**config.mk**
```make
export PLATFORM = sky130hd
export DESIGN_NAME = sliding_median_filter_flat
export DESIGN_NICKNAME = d
export VERILOG_FILES = /design/src/hw/rtl/smf_pkg.sv /design/src/hw/rtl/smf_if.sv /design/src/hw/rtl/sliding_median_filter.sv /design/src/hw/rtl/smf_cell.sv /design/src/hw/rtl/smf_median.sv /design/src/flat_wrapper.sv
export SDC_FILE = /design/constraint.sdc
export NUM_CORES = 2
export LEC_CHECK = 0
export ABC_AREA = 1
export ABC_CLOCK_PERIOD_IN_PS = 12450
export BUFFER_PORTS_ARGS = -buffer_cell sky130_fd_sc_hd__clkbuf_2
export CAP_MARGIN = 20
export CORE_AREA = 2 2 378 380
export CTS_BUF_LIST = sky130_fd_sc_hd__clkbuf_4 sky130_fd_sc_hd__clkbuf_8 sky130_fd_sc_hd__clkbuf_16
export CTS_CLUSTER_SIZE = 10
export DETAILED_ROUTE_END_ITERATION = 10
export DIE_AREA = 0 0 380 382
export PLACE_DENSITY = 0.52
export SYNTH_ARGS = -nofsm -noshare
export SYNTH_HDL_FRONTEND = slang
export SYNTH_SLANG_ARGS = --single-unit
```
**constraint.sdc**
```tcl
create_clock -name i_clk -period 12.45 [get_ports i_clk]
set_clock_uncertainty 0.15 [all_clocks]
set_input_delay 1.8675 -clock i_clk [delete_from_list [all_inputs] [get_ports i_clk]]
set_output_delay 1.8675 -clock i_clk [all_outputs]
set_load 0.01 [all_outputs]
```
**src/hw/rtl/smf_pkg.sv**
```systemverilog
package smf_pkg;

    // Default sizes of the filter
    localparam int WINDOW_MAX_DEF  = 16;
    localparam int SAMPLE_BITS_DEF = 24;

    // Window size register
    localparam int                CFG_W           = 5;
    localparam logic [CFG_W-1:0]  WINDOW_SIZE_RST = 5'd5;

    // Operation broadcast to every cell of the chain
    typedef enum logic [2:0] {
        OP_HOLD,
        OP_EVICT,
        OP_SHIFT,
        OP_INSERT,
        OP_CLEAR
    } t_cell_op;

endpackage

```
**src/hw/rtl/smf_if.sv**
```systemverilog
// Input channel: one sample word per handshake
interface smf_in_if #(
    parameter int SAMPLE_BITS = smf_pkg::SAMPLE_BITS_DEF
) ();
    logic                          valid;
    logic                          ready;
    logic signed [SAMPLE_BITS-1:0] sample;
    logic                          last_sample;

    modport source (output valid, output sample, output last_sample, input ready);
    modport sink   (input valid, input sample, input last_sample, output ready);
endinterface

// Output channel: one median word per handshake
interface smf_out_if #(
    parameter int SAMPLE_BITS = smf_pkg::SAMPLE_BITS_DEF
) ();
    logic                          valid;
    logic                          ready;
    logic signed [SAMPLE_BITS-1:0] median;

    modport source (output valid, output median, input ready);
    modport sink   (input valid, input median, output ready);
endinterface

```
**src/hw/rtl/sliding_median_filter.sv**
```systemverilog
// Channel    | Dir | Word                            | Handshake
// -----------+-----+---------------------------------+------------------
// i_in       | in  | sample, last_sample             | valid / ready
// o_out      | out | median                          | valid / ready
// i_cfg_*    | in  | window_size (wdata)             | write enable only
//
// Each sample passes through accept (drop old samples and age the rest), one
// gap close step per gap in the cell chain, insert, and median pick, in order.
// Shrinking the window adds up to one gap close step per extra sample dropped.
// Reset is synchronous: the chain empties and window_size returns to 5. A
// median waits in the output register while the next sample is accepted;
// only the median step stalls on a full output.
module sliding_median_filter #(
    parameter int WINDOW_MAX  = smf_pkg::WINDOW_MAX_DEF,
    parameter int SAMPLE_BITS = smf_pkg::SAMPLE_BITS_DEF,
    localparam int AW         = $clog2(WINDOW_MAX),
    localparam int WSW        = $clog2(WINDOW_MAX + 1)
) (
    input  logic                        i_clk,
    input  logic                        i_rst_n,
    input  logic                        i_cfg_we,
    input  logic [smf_pkg::CFG_W-1:0]   i_cfg_wdata,
    smf_in_if.sink                      i_in,
    smf_out_if.source                   o_out
);

    typedef enum logic [2:0] {
        ST_IDLE    = 3'b001,
        ST_COMPACT = 3'b010,
        ST_MEDIAN  = 3'b100
    } t_state;

    t_state                        r_state, n_state;
    logic [smf_pkg::CFG_W-1:0]     r_window_size;
    logic signed [SAMPLE_BITS-1:0] r_x;
    logic                          r_last;
    logic [WSW-1:0]                w_ws;
    smf_pkg::t_cell_op             w_op;
    logic                          w_gap;
    logic                          w_can_load;
    logic                          w_load;

    logic                          w_valid [WINDOW_MAX];
    logic [AW-1:0]                 w_age   [WINDOW_MAX];
    logic signed [SAMPLE_BITS-1:0] w_value [WINDOW_MAX];
    logic                          w_le    [WINDOW_MAX];
    logic                          w_hole  [WINDOW_MAX];
    logic [WINDOW_MAX-1:0]         w_valid_vec;
    logic [2*SAMPLE_BITS-1:0]      w_pair  [WINDOW_MAX];

    // Window size register
    always_ff @(posedge i_clk) begin
        if (!i_rst_n) begin
            r_window_size <= smf_pkg::WINDOW_SIZE_RST;
        end else if (i_cfg_we) begin
            r_window_size <= i_cfg_wdata;
        end
    end

    // Effective size: zero means one, large values saturate
    always_comb begin
        if (r_window_size == '0) begin
            w_ws = WSW'(1);
        end else if (32'(r_window_size) > 32'(WINDOW_MAX)) begin
            w_ws = WSW'(WINDOW_MAX);
        end else begin
            w_ws = WSW'(r_window_size);
        end
    end

    assign i_in.ready = (r_state == ST_IDLE);

    // Latch the incoming word
    always_ff @(posedge i_clk) begin
        if (i_in.valid && i_in.ready) begin
            r_x    <= i_in.sample;
            r_last <= i_in.last_sample;
        end
    end

    // A gap is an empty slot with a kept sample above it
    always_comb begin
        w_gap = 1'b0;
        for (int i = 0; i < WINDOW_MAX - 1; i++) begin
            w_gap = w_gap | (!w_valid[i] && w_valid[i+1]);
        end
    end

    // Sequencer
    always_comb begin
        n_state = r_state;
        w_op    = smf_pkg::OP_HOLD;
        w_load  = 1'b0;
        case (r_state)
            ST_IDLE: begin
                if (i_in.valid) begin
                    w_op    = smf_pkg::OP_EVICT;
                    n_state = ST_COMPACT;
                end
            end
            ST_COMPACT: begin
                if (w_gap) begin
                    w_op = smf_pkg::OP_SHIFT;
                end else begin
                    w_op    = smf_pkg::OP_INSERT;
                    n_state = ST_MEDIAN;
                end
            end
            ST_MEDIAN: begin
                if (w_can_load) begin
                    w_load  = 1'b1;
                    n_state = ST_IDLE;
                    if (r_last) begin
                        w_op = smf_pkg::OP_CLEAR;
                    end
                end
            end
            default: begin
                n_state = ST_IDLE;
            end
        endcase
    end

    always_ff @(posedge i_clk) begin
        if (!i_rst_n) begin
            r_state <= ST_IDLE;
        end else begin
            r_state <= n_state;
        end
    end

    // Chain of cells, sorted ascending from index 0
    for (genvar g = 0; g < WINDOW_MAX; g++) begin : g_cell
        logic                          lo_valid, lo_le, lo_hole, hi_valid;
        logic [AW-1:0]                 lo_age, hi_age;
        logic signed [SAMPLE_BITS-1:0] lo_value, hi_value;

        if (g == 0) begin : g_bottom
            assign lo_valid = 1'b0;
            assign lo_age   = '0;
            assign lo_value = '0;
            assign lo_le    = 1'b1;
            assign lo_hole  = 1'b0;
        end else begin : g_lower
            assign lo_valid = w_valid[g-1];
            assign lo_age   = w_age[g-1];
            assign lo_value = w_value[g-1];
            assign lo_le    = w_le[g-1];
            assign lo_hole  = w_hole[g-1];
        end

        if (g == WINDOW_MAX - 1) begin : g_top
            assign hi_valid = 1'b0;
            assign hi_age   = '0;
            assign hi_value = '0;
        end else begin : g_upper
            assign hi_valid = w_valid[g+1];
            assign hi_age   = w_age[g+1];
            assign hi_value = w_value[g+1];
        end

        smf_cell #(
            .WINDOW_MAX  (WINDOW_MAX),
            .SAMPLE_BITS (SAMPLE_BITS)
        ) u_cell (
            .i_clk      (i_clk),
            .i_rst_n    (i_rst_n),
            .i_op       (w_op),
            .i_ws       (w_ws),
            .i_x        (r_x),
            .i_lo_valid (lo_valid),
            .i_lo_age   (lo_age),
            .i_lo_value (lo_value),
            .i_lo_le    (lo_le),
            .i_lo_hole  (lo_hole),
            .i_hi_valid (hi_valid),
            .i_hi_age   (hi_age),
            .i_hi_value (hi_value),
            .o_valid    (w_valid[g]),
            .o_age      (w_age[g]),
            .o_value    (w_value[g]),
            .o_le       (w_le[g]),
            .o_hole     (w_hole[g])
        );

        assign w_valid_vec[g] = w_valid[g];
        assign w_pair[g]      = {lo_value, w_value[g]};
    end

    smf_median #(
        .WINDOW_MAX  (WINDOW_MAX),
        .SAMPLE_BITS (SAMPLE_BITS)
    ) u_median (
        .i_clk      (i_clk),
        .i_rst_n    (i_rst_n),
        .i_load     (w_load),
        .i_ws       (w_ws),
        .i_valid    (w_valid_vec),
        .i_pair     (w_pair),
        .o_can_load (w_can_load),
        .o_out      (o_out)
    );

endmodule

```
**src/hw/rtl/smf_cell.sv**
```systemverilog
// One slot of the sorted window: value, age and a valid bit.
module smf_cell #(
    parameter int WINDOW_MAX  = smf_pkg::WINDOW_MAX_DEF,
    parameter int SAMPLE_BITS = smf_pkg::SAMPLE_BITS_DEF,
    localparam int AW         = $clog2(WINDOW_MAX),
    localparam int WSW        = $clog2(WINDOW_MAX + 1)
) (
    input  logic                          i_clk,
    input  logic                          i_rst_n,
    input  smf_pkg::t_cell_op             i_op,
    input  logic [WSW-1:0]                i_ws,
    input  logic signed [SAMPLE_BITS-1:0] i_x,
    // neighbor below (lower index, smaller values)
    input  logic                          i_lo_valid,
    input  logic [AW-1:0]                 i_lo_age,
    input  logic signed [SAMPLE_BITS-1:0] i_lo_value,
    input  logic                          i_lo_le,
    input  logic                          i_lo_hole,
    // neighbor above
    input  logic                          i_hi_valid,
    input  logic [AW-1:0]                 i_hi_age,
    input  logic signed [SAMPLE_BITS-1:0] i_hi_value,
    // own state
    output logic                          o_valid,
    output logic [AW-1:0]                 o_age,
    output logic signed [SAMPLE_BITS-1:0] o_value,
    output logic                          o_le,
    output logic                          o_hole
);

    logic                          r_valid, n_valid;
    logic [AW-1:0]                 r_age, n_age;
    logic signed [SAMPLE_BITS-1:0] r_value, n_value;
    logic                          w_keep;

    // le: kept value does not exceed the new sample (stable insert)
    assign o_le    = r_valid && (r_value <= i_x);
    // hole: an empty slot at or below this one
    assign o_hole  = !r_valid || i_lo_hole;
    assign w_keep  = (WSW'(r_age) + WSW'(1)) < i_ws;

    assign o_valid = r_valid;
    assign o_age   = r_age;
    assign o_value = r_value;

    always_comb begin
        n_valid = r_valid;
        n_age   = r_age;
        n_value = r_value;
        case (i_op)
            smf_pkg::OP_EVICT: begin
                if (r_valid) begin
                    if (w_keep) begin
                        n_age = r_age + AW'(1);
                    end else begin
                        n_valid = 1'b0;
                    end
                end
            end
            smf_pkg::OP_SHIFT: begin
                // close the lowest hole by pulling everything above down one
                if (o_hole) begin
                    n_valid = i_hi_valid;
                    n_age   = i_hi_age;
                    n_value = i_hi_value;
                end
            end
            smf_pkg::OP_INSERT: begin
                if (!o_le) begin
                    if (i_lo_le) begin
                        n_valid = 1'b1;
                        n_age   = '0;
                        n_value = i_x;
                    end else begin
                        n_valid = i_lo_valid;
                        n_age   = i_lo_age;
                        n_value = i_lo_value;
                    end
                end
            end
            smf_pkg::OP_CLEAR: begin
                n_valid = 1'b0;
            end
            default: begin
            end
        endcase
    end

    always_ff @(posedge i_clk) begin
        if (!i_rst_n) begin
            r_valid <= 1'b0;
        end else begin
            r_valid <= n_valid;
        end
    end

    always_ff @(posedge i_clk) begin
        r_age   <= n_age;
        r_value <= n_value;
    end

endmodule

```
**src/hw/rtl/smf_median.sv**
```systemverilog
// Median pick from the sorted chain and output register.
module smf_median #(
    parameter int WINDOW_MAX  = smf_pkg::WINDOW_MAX_DEF,
    parameter int SAMPLE_BITS = smf_pkg::SAMPLE_BITS_DEF,
    localparam int AW         = $clog2(WINDOW_MAX),
    localparam int WSW        = $clog2(WINDOW_MAX + 1)
) (
    input  logic                         i_clk,
    input  logic                         i_rst_n,
    input  logic                         i_load,
    input  logic [WSW-1:0]               i_ws,
    input  logic [WINDOW_MAX-1:0]        i_valid,
    // each entry: {value of the cell below, value of this cell}
    input  logic [2*SAMPLE_BITS-1:0]     i_pair [WINDOW_MAX],
    output logic                         o_can_load,
    smf_out_if.source                    o_out
);

    logic                          r_valid;
    logic signed [SAMPLE_BITS-1:0] r_median, n_median;
    logic [AW-1:0]                 w_mid;
    logic [AW-1:0]                 w_top;
    logic [2*SAMPLE_BITS-1:0]      w_pair;
    logic signed [SAMPLE_BITS-1:0] w_lo, w_hi;
    logic signed [SAMPLE_BITS:0]   w_sum;
    logic                          w_full;

    assign w_mid  = AW'(i_ws >> 1);
    assign w_top  = AW'(i_ws - WSW'(1));
    assign w_full = i_valid[w_top];
    assign w_pair = i_pair[w_mid];
    assign w_lo   = signed'(w_pair[2*SAMPLE_BITS-1:SAMPLE_BITS]);
    assign w_hi   = signed'(w_pair[SAMPLE_BITS-1:0]);
    assign w_sum  = {w_lo[SAMPLE_BITS-1], w_lo} + {w_hi[SAMPLE_BITS-1], w_hi};

    // odd window: middle cell; even: floor of the mean of the two middle cells
    always_comb begin
        if (i_ws[0]) begin
            n_median = w_hi;
        end else begin
            n_median = w_sum[SAMPLE_BITS:1];
        end
    end

    assign o_can_load   = !r_valid || o_out.ready;
    assign o_out.valid  = r_valid;
    assign o_out.median = r_median;

    always_ff @(posedge i_clk) begin
        if (!i_rst_n) begin
            r_valid <= 1'b0;
        end else if (i_load && o_can_load && w_full) begin
            r_valid <= 1'b1;
        end else if (o_out.ready) begin
            r_valid <= 1'b0;
        end
    end

    always_ff @(posedge i_clk) begin
        if (i_load && o_can_load && w_full) begin
            r_median <= n_median;
        end
    end

endmodule
```
**src/flat_wrapper.sv**
```systemverilog
// flat-port wrapper written by rule: the top's interface ports become plain ports
module sliding_median_filter_flat 
#(
    parameter int WINDOW_MAX  = smf_pkg::WINDOW_MAX_DEF,
    parameter int SAMPLE_BITS = smf_pkg::SAMPLE_BITS_DEF,
    localparam int AW         = $clog2(WINDOW_MAX),
    localparam int WSW        = $clog2(WINDOW_MAX + 1)
)
  (i_clk, i_rst_n, i_cfg_we, i_cfg_wdata, i_in_valid, i_in_sample, i_in_last_sample, i_in_ready, o_out_valid, o_out_median, o_out_ready);
  smf_in_if #(.SAMPLE_BITS(SAMPLE_BITS)) i_in_i ();
  smf_out_if #(.SAMPLE_BITS(SAMPLE_BITS)) o_out_i ();
  input  logic i_clk;
  input  logic i_rst_n;
  input  logic i_cfg_we;
  input  logic [smf_pkg::CFG_W-1:0] i_cfg_wdata;
  input wire logic [$bits(i_in_i.valid)-1:0] i_in_valid;
  input wire logic [$bits(i_in_i.sample)-1:0] i_in_sample;
  input wire logic [$bits(i_in_i.last_sample)-1:0] i_in_last_sample;
  output wire logic [$bits(i_in_i.ready)-1:0] i_in_ready;
  output wire logic [$bits(o_out_i.valid)-1:0] o_out_valid;
  output wire logic [$bits(o_out_i.median)-1:0] o_out_median;
  input wire logic [$bits(o_out_i.ready)-1:0] o_out_ready;
  assign i_in_i.valid = i_in_valid;
  assign i_in_i.sample = i_in_sample;
  assign i_in_i.last_sample = i_in_last_sample;
  assign i_in_ready = i_in_i.ready;
  assign o_out_valid = o_out_i.valid;
  assign o_out_median = o_out_i.median;
  assign o_out_i.ready = o_out_ready;
  sliding_median_filter #(.WINDOW_MAX(WINDOW_MAX), .SAMPLE_BITS(SAMPLE_BITS)) u_core (.i_clk(i_clk), .i_rst_n(i_rst_n), .i_cfg_we(i_cfg_we), .i_cfg_wdata(i_cfg_wdata), .i_in(i_in_i), .o_out(o_out_i));
endmodule
```
======== Yosys cells after proc, flatten, opt, wreduce, memory -nomap -nowiden ========
Cells that the tools add are included.
word-level totals
  register bits ........................... 522
  bits of input ports ..................... 35
  word-level logic and storage cells ...... 607
cells by class
  add/sub/neg operators ................... 34
  multiplexer cells ....................... 274
  $lt $le $gt $ge ......................... 35
  equal/unequal tests ..................... 74
  bitwise logic cells ..................... 15
  reductions and logical operators ........ 121
operators with widths
  cell                                                             count
  24-bit two-way mux                                               48
  24-bit case mux with 2 select lines                              16
  24-bit less-or-equal comparator                                  16
  4-bit two-way mux                                                79
  48-bit binary-select mux with 4-bit select                       1
  4-bit case mux with 3 select lines                               16
  2-bit != test, second input constant                             67
  48-bit two-way mux                                               2
  3-bit AND reduction                                              32
  1-bit two-way mux                                                86
  4-bit by 1-bit adder with 5-bit output, second input constant    16
  5-bit < comparator                                               16
  5-bit AND reduction                                              16
  4-bit by 1-bit adder with 4-bit output, second input constant    16
  1-bit case mux with 4 select lines                               16
  1-bit logical AND                                                34
  24-bit by 24-bit adder with 25-bit output                        1
  3-bit case mux with 3 select lines                               2
  1-bit logical NOT                                                17
  1-bit logical OR                                                 16
  3-bit two-way mux                                                5
  1-bit bitwise OR                                                 14
  5-bit two-way mux                                                2
  3-bit by 2-bit == test with 1-bit output, second input constant  3
  13 further kinds                                                 16

======== Logic depth before layout (Yosys ltp) ========
  depth in word-level cells ............... 21
  mapped depth ............................ 27
  mapped depth without buffers ............ 23

======== Modules after synthesis ========
Synthesis repeated with hierarchy kept, for this count alone.
second synthesis, totals
  cell total of the unflattened synthesis .. 6799
  area, all modules ....................... 48751.8 µm²
by module, submodules not included
  module                                   instances  cells each  area an instance (µm²)
  smf_cell (u_core.g_cell[10].u_cell ...)  13         323         2418.6
  smf_median                               1          1525        8775.9
  smf_cell (u_core.g_cell[0].u_cell ...)   3          321         2418.6
  sliding_median_filter                    1          112         1278.7

======== Worst setup path before layout ========
No wires, ideal clock.
  path type ............................... register to register
  start ................................... register u_core.r_window_size[4] (netlist bit)
  end ..................................... register u_core.u_median.r_median[17] (netlist: u_core.u_median.o_out.median[17]), data pin
  path slack .............................. 8499 ps
  cell stages (with the launch flop) ...... 17
  required time ........................... 12031 ps
  period minus slack after synthesis ...... 3951 ps
  arrival ................................. 3532 ps
  buffers on the path ..................... 3
  path through ............................ dfxtp_1 -> inv_1 -> clkbuf_1 -> clkbuf_1 -> buf_1 -> o22ai_1 -> ha_1 -> a21oi_1 -> nand2_1 -> a21boi_0 -> o21ai_2 -> a21oi_1 -> o21ai_1 -> a21oi_1 -> nand2_1 -> nand3_1 -> o21ai_0
on the way
  cells in the longest elaborated chain, start to end .. 9
  elaborated cells between the ends (all ways) .. 10
  those cells by class .................... add/sub (1); order compare (1); mux (6); bitwise (1); reduce/logical (1)
RTL lines
  element                                                line                         RTL
  start: declaration                                     sliding_median_filter.sv:34  logic [smf_pkg::CFG_W-1:0] r_window_size;
  start signal: assignment                               sliding_median_filter.sv:54  r_window_size <= smf_pkg::WINDOW_SIZE_RST;
  start signal: assignment                               sliding_median_filter.sv:56  r_window_size <= i_cfg_wdata;
  5-bit > comparator                                     sliding_median_filter.sv:64  end else if (32'(r_window_size) > 32'(WINDOW_MAX)) begin
  5-bit two-way mux                                      sliding_median_filter.sv:64
  5-bit two-way mux (*)                                  sliding_median_filter.sv:62  if (r_window_size == '0) begin
  4-bit NOT with 5-bit output (not written as such)      smf_median.sv:31             assign w_pair = i_pair[w_mid];
  48-bit binary-select mux with 4-bit select             smf_median.sv:31
  48-bit two-way mux (not written as such) (2 in a row)  smf_median.sv:31
  24-bit by 24-bit adder with 25-bit output              smf_median.sv:34             assign w_sum = {w_lo[SAMPLE_BITS-1], w_lo} + {w_hi[SAMPLE_BITS-1], w_hi};
  24-bit two-way mux (*)                                 smf_median.sv:38             if (i_ws[0]) begin
  via u_core.u_median.n_median[17]                       smf_median.sv:20             logic signed [SAMPLE_BITS-1:0] r_median, n_median;
  end signal: assignment                                 smf_median.sv:61             r_median <= n_median;
  end: declaration                                       smf_median.sv:20
The timed path passes the listed nets; every way through them passes the cells marked *. The select of a mux whose other input is x is not followed.
A chain may end at the register's enable or synchronous reset.

======== Worst setup path in the final report ========
  start ................................... register u_core.r_window_size[1] (netlist bit)
  end ..................................... register u_core.u_median.r_median[21] (netlist: u_core.u_median.o_out.median[21]), data pin
Same word-level chain as after synthesis.

==> results.md <==
* Result of the run: complete, no violations
* CP max stage delay at 0.71 ns
* Critical path fanouts, max at 129
* Worst setup path class: flop to flop
* Clock Latency Late Sink at 0.66 ns
* Final min period at 5.95 ns
* First-iteration detailed-routing DRC count at 3304
* Placeable core region at 0.141 sq mm
* Post-Synthesis Net Count at 5828
* Worst Hold Launch: u_core.r_window_size[0]$_SDFFE_PN1P_
* Most frequent cells in the layout: sky130_fd_sc_hd__nand2_1 (863), sky130_fd_sc_hd__o21ai_0 (757), sky130_fd_sc_hd__inv_1 (545), sky130_fd_sc_hd__a21oi_1 (527), sky130_fd_sc_hd__edfxtp_1 (497)
* Sink of the worst hold path: u_core.r_window_size[0]$_SDFFE_PN1P_
* Category of the worst setup path capture point: flop
* Startpoint type of the worst setup path: flop
* Number of storage elements in the synthesis netlist at 522
* Initial antenna violation count at 2
* Global-route wire length before repair at 234000 um
* Endpoints failing setup at 0
* Share of the core filled with cells in the final layout at 32.8%
* Met2 usage at 35.6%
* Peak clock frequency supported by timing at 0.168 GHz
* Number of rows created at floorplan at 138
* DRC at 0
* Vias in the first global route at 37400
* CTS tree: done
* Final worst-path cycle share at 47.8%
* Hold path cells at 2
* Placed wire-length estimate at 118000 um
* Number of buffers created by CTS at 68
* Total grt overflow at 0
* Total length of routed wires at 157000 um
* Area delta synth->final at 9.90%
* Vertical extent of the die at 382 um
* Placer Congestion at 0.940
* Total power density per cell area at 119 mW/mm^2
* Post-synthesis instance area at 0.0420 sq mm
* Worst slew slack as a fraction of its limit at 27.1%
* Endpoint of the worst-slack reg-to-reg timing path: u_core.u_median.o_out.median[21]$_DFFE_PP_
* Final hold violation count at 0
* Seq/Total Area, Yosys at 36.7%
* Primary FF master, synth: sky130_fd_sc_hd__edfxtp_1
* Worst-case clock buffer depth at 3
* Leak Pwr at 19.0 nW
* GRT Overall Usage at 20.8%
* Starting utilization of the core area at 29.8%
* Number of I/O port buffers at 60
* Synth Area per Inst at 7.93 sq um
* Depth of the most critical reg-to-reg path at 23
* Number of warning messages in the yosys log at 0
* Post-cts resize count at 0
* Number of nets with antenna violations after routing at 0
* Grt peak-use layer: met2
* Routed length per instance at 21.9 um
* Count of distinct cell types in the synthesized netlist at 55
* Synth area leaders: sky130_fd_sc_hd__edfxtp_1 (36%), sky130_fd_sc_hd__ha_1 (15%), sky130_fd_sc_hd__o21ai_0 (9.0%), sky130_fd_sc_hd__nand2_1 (7.7%), sky130_fd_sc_hd__a21oi_1 (6.3%)
* Portion of synthesized cell area occupied by the leading cell type at 35.5%
* Synth Instances at 5304
* Final nets at 5732
* Cell type contributing the most total cell area after synthesis: sky130_fd_sc_hd__edfxtp_1
* Fin. max-slew vios at 0
* R2r setup slk at 6.50 ns
* Share of final-layout standard cells stronger than drive strength 1 at 5.94%
* Leading cell type in the layout, fill and taps excluded: sky130_fd_sc_hd__nand2_1
* Antenna diodes at 0
* Count of placed standard cells in the final layout, fillers left out at 7143
* Cts-stage hold buffer count at 0
* Post-placement cell count at 7022
* Proportion of synthesized flip-flops having asynchronous set or reset at 0%
* WP buf/inv at 4
* Met1 Usage GRT at 26.3%
* Root buf cell: sky130_fd_sc_hd__clkbuf_16
* Vias per Instance at 5.45
* Count of boundary I/O pins at 61
* Unrepaired setup endpoints after global routing: no
* Clock transition at the registers of the reported paths at 0.06 ns
* Met3 Resource Use GR at 1.98%
* Worst EP required at 12.71 ns
* Critical Path, Cell by Cell: nor2_1 -> nand2_1 -> nand2_2 -> nand2_8 -> clkinv_2 -> buf_4 -> o21ai_0 -> a21oi_1 -> o311ai_1 -> o21ai_0 -> ha_1 -> a21oi_1 -> inv_1 -> a31oi_1 -> o21bai_1 -> a21oi_1 -> o21ai_0 -> nand2_1 -> nand2_1 -> nand2_1 -> nand3_1 -> o21ai_0 -> inv_1
* Die X at 380 um
* Launching point of the worst reg2reg path: u_core.r_window_size[1]$_SDFFE_PN0P_
* Path category of the worst min-delay check: flop to flop
* Worst-Margin Slew at 1.09 ns
* CTS sink count at 522
* Buffer count from post-CTS setup fixing at 0
* Max_cap viols at 0
* Maximum level of the CTS H-tree at 3
* Detailed-routing iteration count for the pre-antenna-repair pass at 7
* Peak VDD IR at 94.3 uV
* Total Neg Setup Slack at 0 ns
* Number of synthesized flops with an enable pin at 497
* Routed via count at 39000
* Maximum number of pins on one net before global-route repair at 167
* Hold_ws at 0.349 ns
* Crit path max-delay family: compound AO/OA/AOI/OAI gates
* Total die area at 0.145 sq mm
* Standard cell with the maximum stage delay on the critical path: sky130_fd_sc_hd__clkinv_2
* Critical Path AT at 6.21 ns
-- how the worst max path moves through the flow --
stage,startpoint,end,slack (ns),depth (start not counted)
after global routing,u_core.r_window_size[1]$_SDFFE_PN0P_,u_core.u_median.o_out.median[21]$_DFFE_PP_,5.88,22
after global placement,u_core.r_window_size[1]$_SDFFE_PN0P_,u_core.u_median.o_out.median[21]$_DFFE_PP_,6.63,23
after floorplan,u_core.r_window_size[4]$_SDFFE_PN0P_,u_core.u_median.o_out.median[17]$_DFFE_PP_,8.50,16
after CTS,u_core.r_window_size[1]$_SDFFE_PN0P_,u_core.u_median.o_out.median[21]$_DFFE_PP_,6.61,23
final,u_core.r_window_size[1]$_SDFFE_PN0P_,u_core.u_median.o_out.median[21]$_DFFE_PP_,6.50,23
after detailed placement,u_core.r_window_size[1]$_SDFFE_PN0P_,u_core.u_median.o_out.median[22]$_DFFE_PP_,6.62,20
-- through the flow --
| stage | power (W) | cell area [sq um] | setup WS (ns) |
|---|---|---|---|
| after floorplan | 0.00313 | 42000 | 8.50 |
| after global placement | 0.00356 | 44000 | 6.63 |
| after detailed placement | 0.00358 | 44000 | 6.62 |
| after CTS | 0.00551 | 46100 | 6.61 |
| after global routing | 0.00577 | 46200 | 5.88 |
| final | 0.00550 | 46200 | 6.50 |
-- cells by family after synthesis --
| family | synth area share [%] |
|---|---|
| AO/OA/AOI/OAI | 22.3 |
| AND/OR/NAND/NOR | 17.0 |
| buffers and inverters | 8.43 |
| flip-flops | 36.7 |
| adder cells (fa/ha/maj) | 14.6 |
| XOR/XNOR | 0.938 |
-- metal layers --
layer  routed length, um  vias to the layer above
met5                   0                        -
met4                7260                        0
met3                7210                      311
met2               75300                     1254
met1               66800                    18700
li1                    -                    18700
-- worst min-delay path: cells and delay by family, from the launching register on --
kind	cells	cell delay, ns
flip-flops	1	0.33
AND/OR/NAND/NOR	2	0.12
-- area by class of cell --
| type | count | area (sq um) |
|---|---|---|
| clock buffers | 90 | 1920 |
| clock inverters | 25 | 138 |
| fillers | 15000 | 94700 |
| inverters | 559 | 2110 |
| multi-input cells | 3911 | 23200 |
| flip-flops and latches | 522 | 15400 |
| well taps | 1890 | 2360 |
| repair buffers | 146 | 1080 |
-- cell usage after synthesis, drive strengths merged, types with 2 or more instances --
library cell  number
nand3b             4
xor2              41
nor2             257
edfxtp           497
or2                9
clkbuf           154
nor3              54
o2111ai            8
a21oi            527
o21a              24
a21o               3
dfxtp             25
buf              158
a211oi            43
o221a              2
clkinv             3
o21bai            14
o211ai            84
nand4             81
nand2            874
ha               488
inv              556
o221ai             8
o311ai             9
nand3            373
nor4b              5
a31oi             13
o31ai              2
a21boi             6
o21ai            788
nor4               5
o22ai            177
xnor2              4
-- state kept, by name, indices dropped and copies added (netlist names) --
| name | cells |
|---|---|
| u_core.r_last | 1 |
| u_core.u_median.o_out.valid | 1 |
| u_core.u_median.o_out.median | 24 |
| u_core.g_cell.u_cell.o_age | 64 |
| u_core.r_state | 3 |
| u_core.r_window_size | 5 |
| u_core.g_cell.u_cell.o_value | 384 |
| u_core.r_x | 24 |
| u_core.g_cell.u_cell.o_valid | 16 |
-- power by group --
part / switching [W] / internal, W / total, W
sequential: 0.000128 / 0.00204 / 0.00217
clock: 0.000840 / 0.00108 / 0.00192
combinational: 0.000941 / 0.000463 / 0.00140
No activity file was read; power rests on OpenSTA's default activity.
